$ cat src/sv/zrfd_pkg.sv
// Package for the zero-run frame deframer: result record, kind and register
// codes, default sizes and the CRC byte step. Used by the deframer and its testbench.
package zrfd_pkg;

  localparam int MAX_NODES_DEF      = 16;
  localparam int BROADCAST_NODE_DEF = 15;
  localparam int CAPACITY_MAX_DEF   = 4096;

  localparam logic [15:0] CRC_INIT = 16'hFFFF;

  typedef enum logic [2:0] {
    KIND_PAYLOAD   = 3'd0,
    KIND_GOOD      = 3'd1,
    KIND_CRC_ERR   = 3'd2,
    KIND_OVERFLOW  = 3'd3,
    KIND_BAD_START = 3'd4
  } kind_t;

  typedef enum logic [2:0] {
    REG_OWN_NODE    = 3'd0,
    REG_NODE_FILTER = 3'd1,
    REG_CAPACITY    = 3'd2,
    REG_CRC_POLY    = 3'd3,
    REG_CRC_REFLECT = 3'd4
  } reg_idx_t;

  typedef struct packed {
    logic [11:0] plen;
    logic [15:0] rcrc;
    logic [7:0]  lost;
    logic [7:0]  rep;
    logic [7:0]  value;
    logic [3:0]  node;
  } res_t;

  // One byte through the CRC register, msb first or reflected.
  function automatic logic [15:0] crc_byte(input logic [15:0] crc, input logic [7:0] b,
                                           input logic [15:0] poly, input logic refl);
    logic [15:0] c;
    c = refl ? (crc ^ {8'h00, b}) : (crc ^ {b, 8'h00});
    for (int k = 0; k < 8; k++) begin
      if (refl) begin
        c = c[0] ? ((c >> 1) ^ poly) : (c >> 1);
      end else begin
        c = c[15] ? ((c << 1) ^ poly) : (c << 1);
      end
    end
    return c;
  endfunction

endpackage

$ cat src/sv/zrfd_ram.sv
// Generic single-write, single-read RAM with registered read data.
// No dependencies.
module zrfd_ram #(
  parameter int WIDTH = 8,
  parameter int DEPTH = 16
) (
  input  logic                     clk,
  input  logic                     we,
  input  logic [$clog2(DEPTH)-1:0] waddr,
  input  logic [WIDTH-1:0]         wdata,
  input  logic [$clog2(DEPTH)-1:0] raddr,
  output logic [WIDTH-1:0]         rdata
);

  logic [WIDTH-1:0] mem [DEPTH];

  always_ff @(posedge clk) begin
    if (we) begin
      mem[waddr] <= wdata;
    end
    rdata <= mem[raddr];
  end

endmodule

$ cat src/sv/zero_run_frame_deframer.sv
// Zero-run frame deframer: decodes byte-stuffed link frames into payload runs
// and per-frame verdicts. Uses zrfd_pkg and zrfd_ram.
//
// Usage:
//   s_tvalid/s_tready/s_tdata carry one raw link byte per transfer.
//   m_tvalid/m_tready/m_tdata/m_tuser/m_tlast carry results: tuser is the
//   result kind, tlast marks the final result caused by one link byte.
//   cfg_valid/cfg_ready/cfg_index/cfg_data write the five setup registers;
//   cfg_ready is always high. Write them only while the block is idle.
// Timing:
//   One byte is handled at a time; s_tready is low while it is worked on.
//   A literal byte stores one decoded byte and a zero-run byte of count n stores n
//   zeros, then S_FLUSH; the shared CRC byte unit steps one decoded byte per cycle
//   unless a held payload result waits on a full output register.
//   A frame verdict reads the sequence table in S_VREAD, then emits in S_VERD.
// Reset: rst (synchronous) returns to idle, CRC to 0xFFFF, and marks every
//   sequence tracker as zero.
// Stall: results wait in one output register; when it is full and a new
//   result is due the sequencer holds until m_tready takes the old one.
module zero_run_frame_deframer #(
  parameter int MAX_NODES      = zrfd_pkg::MAX_NODES_DEF,
  parameter int BROADCAST_NODE = zrfd_pkg::BROADCAST_NODE_DEF,
  parameter int CAPACITY_MAX   = zrfd_pkg::CAPACITY_MAX_DEF
) (
  input  logic        clk,
  input  logic        rst,
  input  logic        s_tvalid,
  output logic        s_tready,
  input  logic [7:0]  s_tdata,   // rx_byte[7:0]
  output logic        m_tvalid,
  input  logic        m_tready,
  // frame_node[3:0], byte_value[11:4], repeat_count[19:12], lost_frames[27:20],
  // received_crc[43:28], payload_length[55:44]
  output logic [55:0] m_tdata,
  output logic [2:0]  m_tuser,   // kind[2:0]
  output logic        m_tlast,
  input  logic        cfg_valid,
  output logic        cfg_ready,
  input  logic [2:0]  cfg_index,
  input  logic [15:0] cfg_data
);

  localparam int AW = (MAX_NODES > 1) ? $clog2(MAX_NODES) : 1;
  localparam logic [7:0]  BCAST8  = 8'(BROADCAST_NODE);
  localparam logic [8:0]  NODES9  = 9'(MAX_NODES);
  localparam logic [16:0] CAPMAX  = 17'(CAPACITY_MAX);

  typedef enum logic [2:0] {
    S_IDLE, S_PUSH, S_FLUSH, S_VREAD, S_VERD, S_SINGLE
  } state_t;

  state_t state;

  // configuration
  logic [3:0]  own_node;
  logic        node_filter;
  logic [12:0] store_capacity;
  logic [15:0] crc_poly;
  logic        crc_reflect;

  // frame state
  logic        in_frame;
  logic [1:0]  zero_count;
  logic [3:0]  current_node;
  logic        overflowed;
  logic [12:0] decoded_size;
  logic [15:0] crc_running;
  logic [7:0]  tail0, tail1;
  logic [7:0]  first_byte;

  // work registers
  logic [7:0]  push_byte;
  logic [7:0]  remain;
  logic        pend_valid;
  logic [7:0]  pend_val;
  logic [7:0]  pend_cnt;
  zrfd_pkg::res_t single_res;
  logic [2:0]  single_kind;
  logic [AW-1:0] seq_addr;
  logic [MAX_NODES-1:0] seq_valid;
  logic        rd_valid;
  logic [7:0]  ram_q;

  zrfd_pkg::res_t out_res;

  logic        can_emit;
  logic [12:0] cap;
  logic [15:0] crc_in, crc_out;
  logic [7:0]  crc_b;
  logic        node_ok;
  logic [7:0]  node8;
  logic [7:0]  idx8;
  logic [7:0]  last_seq;
  logic [15:0] rcrc;
  logic        ram_we;
  logic        release_emit;

  assign can_emit  = !m_tvalid || m_tready;
  assign cfg_ready = 1'b1;
  assign s_tready  = (state == S_IDLE);
  assign m_tdata   = out_res;
  assign cap       = ({4'd0, store_capacity} > CAPMAX) ? CAPMAX[12:0] : store_capacity;
  assign node_ok   = !node_filter || (current_node == own_node) ||
                     ({4'd0, current_node} == BCAST8);
  assign node8     = 8'hFF - s_tdata;
  assign idx8      = (node_filter || ({5'd0, current_node} >= NODES9)) ? 8'd0
                     : {4'd0, current_node};
  assign last_seq  = rd_valid ? ram_q : 8'd0;
  assign rcrc      = {tail0, tail1};
  assign ram_we    = (state == S_VERD) && can_emit && (rcrc == crc_running);
  // a released byte that cannot merge pushes the pending run out
  assign release_emit = (decoded_size >= 13'd3) && pend_valid &&
                        !((pend_val == tail1) && (pend_cnt != 8'hFF));

  // shared CRC byte unit
  always_comb begin
    if (state == S_IDLE) begin
      crc_in = zrfd_pkg::CRC_INIT;
      crc_b  = s_tdata;
    end else begin
      crc_in = crc_running;
      crc_b  = tail1;
    end
    crc_out = zrfd_pkg::crc_byte(crc_in, crc_b, crc_poly, crc_reflect);
  end

  zrfd_ram #(.WIDTH(8), .DEPTH(MAX_NODES)) u_seq_ram (
    .clk   (clk),
    .we    (ram_we),
    .waddr (seq_addr),
    .wdata (first_byte),
    .raddr (seq_addr),
    .rdata (ram_q)
  );

  always_ff @(posedge clk) begin
    if (rst) begin
      state          <= S_IDLE;
      own_node       <= '0;
      node_filter    <= 1'b0;
      store_capacity <= 13'd256;
      crc_poly       <= 16'h1021;
      crc_reflect    <= 1'b0;
      in_frame       <= 1'b0;
      zero_count     <= '0;
      current_node   <= '0;
      overflowed     <= 1'b0;
      decoded_size   <= '0;
      crc_running    <= zrfd_pkg::CRC_INIT;
      tail0          <= '0;
      tail1          <= '0;
      first_byte     <= '0;
      pend_valid     <= 1'b0;
      seq_valid      <= '0;
      m_tvalid       <= 1'b0;
    end else begin
      if (m_tvalid && m_tready) begin
        m_tvalid <= 1'b0;
      end

      if (cfg_valid) begin
        unique case (cfg_index)
          zrfd_pkg::REG_OWN_NODE:    own_node       <= cfg_data[3:0];
          zrfd_pkg::REG_NODE_FILTER: node_filter    <= cfg_data[0];
          zrfd_pkg::REG_CAPACITY:    store_capacity <= cfg_data[12:0];
          zrfd_pkg::REG_CRC_POLY:    crc_poly       <= cfg_data;
          zrfd_pkg::REG_CRC_REFLECT: crc_reflect    <= cfg_data[0];
          default: ;
        endcase
      end

      unique case (state)
        S_IDLE: begin
          if (s_tvalid) begin
            if (s_tdata != 8'd0) begin
              zero_count <= '0;
              if (overflowed) begin
                // drop until the break
              end else if (in_frame) begin
                if (node_ok) begin
                  push_byte  <= (zero_count != 2'd0) ? 8'd0 : s_tdata;
                  remain     <= (zero_count != 2'd0) ? s_tdata : 8'd1;
                  pend_valid <= 1'b0;
                  state      <= S_PUSH;
                end
              end else if ({1'b0, node8} < NODES9) begin
                in_frame     <= 1'b1;
                current_node <= node8[3:0];
                crc_running  <= crc_out;
                decoded_size <= '0;
                tail0        <= '0;
                tail1        <= '0;
                first_byte   <= '0;
              end else begin
                single_kind <= zrfd_pkg::KIND_BAD_START;
                single_res  <= '{plen: '0, rcrc: '0, lost: '0, rep: '0,
                                 value: s_tdata, node: '0};
                state       <= S_SINGLE;
              end
            end else begin
              if (zero_count != 2'd2) begin
                zero_count <= zero_count + 2'd1;
              end
              if (zero_count != 2'd0 && in_frame) begin
                in_frame   <= 1'b0;
                overflowed <= 1'b0;
                if (node_ok && overflowed) begin
                  decoded_size <= '0;
                  single_kind  <= zrfd_pkg::KIND_OVERFLOW;
                  single_res   <= '{plen: '0, rcrc: '0, lost: '0, rep: '0,
                                    value: '0, node: current_node};
                  state        <= S_SINGLE;
                end else if (node_ok && decoded_size >= 13'd3) begin
                  seq_addr <= idx8[AW-1:0];
                  state    <= S_VREAD;
                end else begin
                  decoded_size <= '0;
                end
              end
            end
          end
        end

        S_PUSH: begin
          if (decoded_size >= cap) begin
            overflowed <= 1'b1;
            state      <= S_FLUSH;
          end else if (!(release_emit && !can_emit)) begin
            if (decoded_size == 13'd0) begin
              first_byte <= push_byte;
            end
            if (decoded_size >= 13'd2) begin
              crc_running <= crc_out;
            end
            if (decoded_size >= 13'd3) begin
              if (release_emit) begin
                m_tvalid <= 1'b1;
                m_tuser  <= zrfd_pkg::KIND_PAYLOAD;
                m_tlast  <= 1'b0;
                out_res  <= '{plen: '0, rcrc: '0, lost: '0, rep: pend_cnt,
                              value: pend_val, node: current_node};
                pend_val <= tail1;
                pend_cnt <= 8'd1;
              end else if (pend_valid) begin
                pend_cnt <= pend_cnt + 8'd1;
              end else begin
                pend_valid <= 1'b1;
                pend_val   <= tail1;
                pend_cnt   <= 8'd1;
              end
            end
            tail1        <= tail0;
            tail0        <= push_byte;
            decoded_size <= decoded_size + 13'd1;
            remain       <= remain - 8'd1;
            if (remain == 8'd1) begin
              state <= S_FLUSH;
            end
          end
        end

        S_FLUSH: begin
          if (!pend_valid) begin
            state <= S_IDLE;
          end else if (can_emit) begin
            m_tvalid   <= 1'b1;
            m_tuser    <= zrfd_pkg::KIND_PAYLOAD;
            m_tlast    <= 1'b1;
            out_res    <= '{plen: '0, rcrc: '0, lost: '0, rep: pend_cnt,
                            value: pend_val, node: current_node};
            pend_valid <= 1'b0;
            state      <= S_IDLE;
          end
        end

        S_VREAD: begin
          rd_valid <= seq_valid[seq_addr];
          state    <= S_VERD;
        end

        S_VERD: begin
          if (can_emit) begin
            m_tvalid <= 1'b1;
            m_tlast  <= 1'b1;
            if (rcrc == crc_running) begin
              m_tuser <= zrfd_pkg::KIND_GOOD;
              out_res <= '{plen: 12'(decoded_size - 13'd3), rcrc: rcrc,
                           lost: first_byte - (last_seq + 8'd1), rep: '0,
                           value: first_byte, node: current_node};
              seq_valid[seq_addr] <= 1'b1;
            end else begin
              m_tuser <= zrfd_pkg::KIND_CRC_ERR;
              out_res <= '{plen: 12'(decoded_size - 13'd3), rcrc: rcrc,
                           lost: '0, rep: '0, value: '0, node: current_node};
            end
            decoded_size <= '0;
            state        <= S_IDLE;
          end
        end

        S_SINGLE: begin
          if (can_emit) begin
            m_tvalid <= 1'b1;
            m_tlast  <= 1'b1;
            m_tuser  <= single_kind;
            out_res  <= single_res;
            state    <= S_IDLE;
          end
        end

        default: state <= S_IDLE;
      endcase
    end
  end

endmodule

$ cat config.mk
export PLATFORM = sky130hd
export DESIGN_NAME = zero_run_frame_deframer
export DESIGN_NICKNAME = d
export VERILOG_FILES = /design/src/sv/zrfd_pkg.sv /design/src/sv/zrfd_ram.sv /design/src/sv/zero_run_frame_deframer.sv
export SDC_FILE = /design/constraint.sdc
export NUM_CORES = 1
export LEC_CHECK = 0
export CAP_MARGIN = 20
export CORE_UTILIZATION = 52
export CTS_BUF_LIST = sky130_fd_sc_hd__clkbuf_4 sky130_fd_sc_hd__clkbuf_8 sky130_fd_sc_hd__clkbuf_16
export DETAILED_ROUTE_END_ITERATION = 8
export DONT_BUFFER_PORTS = 1
export PLACE_DENSITY = 0.66
export SYNTH_ARGS = -nofsm -noshare
export SYNTH_HDL_FRONTEND = slang
export SYNTH_HIERARCHICAL = 1
export SYNTH_SLANG_ARGS = --single-unit
export TNS_END_PERCENT = 20
$ cat constraint.sdc
create_clock -name clk -period 9.6 [get_ports clk]
set_clock_uncertainty 0.2 [all_clocks]
set_input_delay 1.92 -clock clk [delete_from_list [all_inputs] [get_ports clk]]
set_output_delay 1.92 -clock clk [all_outputs]
set_load 0.01 [all_outputs]
==> reports/metrics.yaml <==
worst_setup_path:
  r2r-end: "crc_running[9]"
  path_class: "reg -> reg"
  r2r-start: "state[2]"
  reg2reg_slack_ps: 1260
  reg2reg_depth: 17
  critPathArrivalTime_ps: 8560
  critPathRequiredTime_ps: 9820
  worst-path-max-fanout: 58
  crit_start: "state[2]"
  start_kind: "flip-flop"
  crit_path_end_kind: "flip-flop"
timing:
  slew_violations: 0
  worst_pin_slew_ps: 1160
  hold_viol: 0
  slew_headroom: 0.222
  fmax_ghz: 0.120
  finalCritPeriodShare: 0.868
  tns_ps: 0
  rsz0062_at_grt: "no"
  min_period_ps: 8340
  finalSetupViolCount: 0
synth:
  yosys.area.top_type: "edfxtp_1"
  avgSynthCellArea_sq_um: 9.51
  synthFlopType: "edfxtp_1"
  yosysSeqAreaShare: 0.399
  synthesis.nets: 2614
  synth.area.top_cells: "edfxtp_1 (30%), dfxtp_1 (10%), nand2_1 (4.0%)"
  syn-instance-count: 2553
  syn_area_sq_um: 24300
  ys_types: 137
  synth_warnings: 6
  synth_top_area_frac: 0.296
  synth_edf_count: 239
  synthArstFlopShare: 0
  ys_ff_latch: 364
clocking:
  cts_tree: "done"
  root_buffer: "clkbuf_16"
  cts_resized: 0
  cts_hold_buf: 0
  htreeDepth: 2
  clock_path_buffers: 3
  cts_buffers: 38
  post_cts_buffers: 0
  cts_sinks: 364
  clk_latency_ps: 580
  cts.clk_slew.worst_paths_ps: 60
route:
  totalWireLength_mm: 89.3
  viasPerCell: 7.01
  ant_nets: 0
  vias: 21600
  first_pass_iters: 6
  drc: 0
  wl_per_cell_microns: 29.0
  drt_iter0_markers: 2950
global_route:
  grt_max_degree: 103
  grt_overflow: 0
  antenna_found_initial: 0
  grt_pass1_wl_mm: 132
  first_global_vias: 20000
  globalRouteTotalUtil: 0.372
power_and_ir_drop:
  irDropWorstVdd_v: 0.000183
  cellLeakagePower_nw: 8.85
  powerDensity_nw_per_um2: 288
run_status:
  outcome: "finished clean"
min_path:
  hold_end: "store_capacity[4]"
  hp-class: "reg -> reg"
  worstHoldPathCells: 2
  hold_path_startpoint: "store_capacity[4]"
die:
  coreArea_sq_um: 45700
  die_area_sq_um: 47600
  std_cell_rows: 78
  start_util: 0.532
  ios: 95
  die_w_microns: 218
  fp.dieH_microns: 218
placed_design:
  hpwl_mm: 63.4
  gp_congestion: 1.01
  numPortBuffers: 0
  placedCellCount: 3007
finish:
  drive_above_1_share: 0.117
  layout_common_cells: "nand2_1 (257), edfxtp_1 (239), nor2_1 (225), a21oi_1 (185), dfxtp_1 (123)"
  area_growth_pct: 6.90
  final_common_cell: "nand2_1"
  layout.cells.non_filler: 3081
  finalNetCount: 2509
  n_fill_cell: 3919
job:
  max_cap_viol_count: 0
==> synth_stat cells (12+ instances only) <==
cell / instances
a211oi_1: 42
a21o_1: 17
a21oi_1: 185
a221oi_1: 15
a22oi_1: 33
a31oi_1: 27
and2_1: 54
and3_1: 34
buf_1: 22
buf_2: 40
clkbuf_1: 117
dfxtp_1: 125
edfxtp_1: 239
ha_1: 28
inv_1: 38
mux2_2: 15
mux2i_1: 32
mux4_1: 14
mux4_2: 23
nand2_1: 257
nand2b_1: 26
nand3_1: 71
nand3b_1: 15
nand4_1: 25
nor2_1: 225
nor2b_1: 26
nor3_1: 68
nor4_1: 29
o211a_1: 13
o211ai_1: 51
o21a_1: 28
o21ai_0: 101
o31ai_1: 12
or3_1: 12
xnor2_1: 99
xor2_1: 40
==> metrics by stage <==
stage                     hold slack [ps]  worst slack [ps]  cell area [sq um]  total power [mW]   util
after floorplan                       203              1030              24300              4.68      -
after global placement                239              1640              24500              5.63  0.536
after detailed placement              249              1470              24500              5.65  0.537
after CTS                             257              1540              25900              7.33  0.568
after global routing                  278               793              25900              7.74  0.568
final                                 254              1260              26000              7.47  0.568
==> registers in the layout, summed over array words and instances, names as in the netlist, 12 cells and up <==
name	count
seq_valid	16
single_res	12
decoded_size	13
m_tdata	56
crc_poly	16
crc_running	16
u_seq_ram/mem	128
store_capacity	13
==> worst max-delay path: stages, from the launching register on <==
cell and delay, ps:
dfxtp_1 860, or3_2 980, inv_4 520, o211ai_2 410, xor2_2 390, o21ai_2 110
a2111oi_2 400, o221ai_2 240, o211ai_2 800, nand2_1 210, o211ai_1 590, a21oi_1 200
o211a_1 270, or2_2 310, o221ai_1 830, o311ai_1 250, a2111oi_0 460, a311oi_1 70
==> layout make-up <==
class / instances / area, sq um / share of cell area
multi-input cells: 1943 / 13500 / 0.520
flip-flops and latches: 364 / 9680 / 0.373
clock buffers: 45 / 1030 / 0.0396
well taps: 600 / 751 / 0.0289
repair buffers: 56 / 415 / 0.0160
clock inverters: 25 / 402 / 0.0155
inverters: 45 / 173 / 0.00665
diodes: 3 / 7.51 / 0.000289
==> power by group <==
| group | internal (mW) | switching [mW] | total (mW) |
|---|---|---|---|
| clock network | 1.02 | 0.649 | 1.67 |
| logic | 1.25 | 2.52 | 3.77 |
| registers | 1.81 | 0.216 | 2.03 |
| total | 4.08 | 3.39 | 7.47 |
==> logic make-up after synthesis <==
| family | Yosys count | share of synthesized area |
|---|---|---|
| AOI/OAI and AO/OA | 761 | 0.234 |
| xor gates and xnor gates | 148 | 0.0567 |
| adders and majority gates | 29 | 0.0153 |
| buffers and inverters | 246 | 0.0473 |
| DFF | 364 | 0.399 |
| muxes | 90 | 0.0611 |
| other | 1 | 0.000154 |
| and+or+nand+nor | 914 | 0.187 |
==> worst max path at each step <==
| stage | cells past startpoint | slack [ps] | end |
|---|---|---|---|
| 2_1_floorplan | 21 | 1030 | m_tdata[0] |
| 3_3_place_gp | 16 | 1640 | crc_running[9] |
| 3_5_place_dp | 15 | 1470 | crc_running[9] |
| 4_1_cts | 17 | 1540 | crc_running[9] |
| 5_1_grt | 17 | 790 | crc_running[9] |
| 6_report | 17 | 1260 | crc_running[9] |
==> layer usage <==
layer | vias up | part of all wire | GRT usage | routed length (microns)
met5 | - | 0 | 0 | 0
met4 | 0 | 0.030 | 0.117 | 2710
met3 | 197 | 0.12 | 0.0880 | 10800
met2 | 1363 | 0.42 | 0.540 | 37800
met1 | 10600 | 0.43 | 0.544 | 38000
li1 | 9440 | - | - | -
Note: power is estimated with default switching activity, not from simulation.
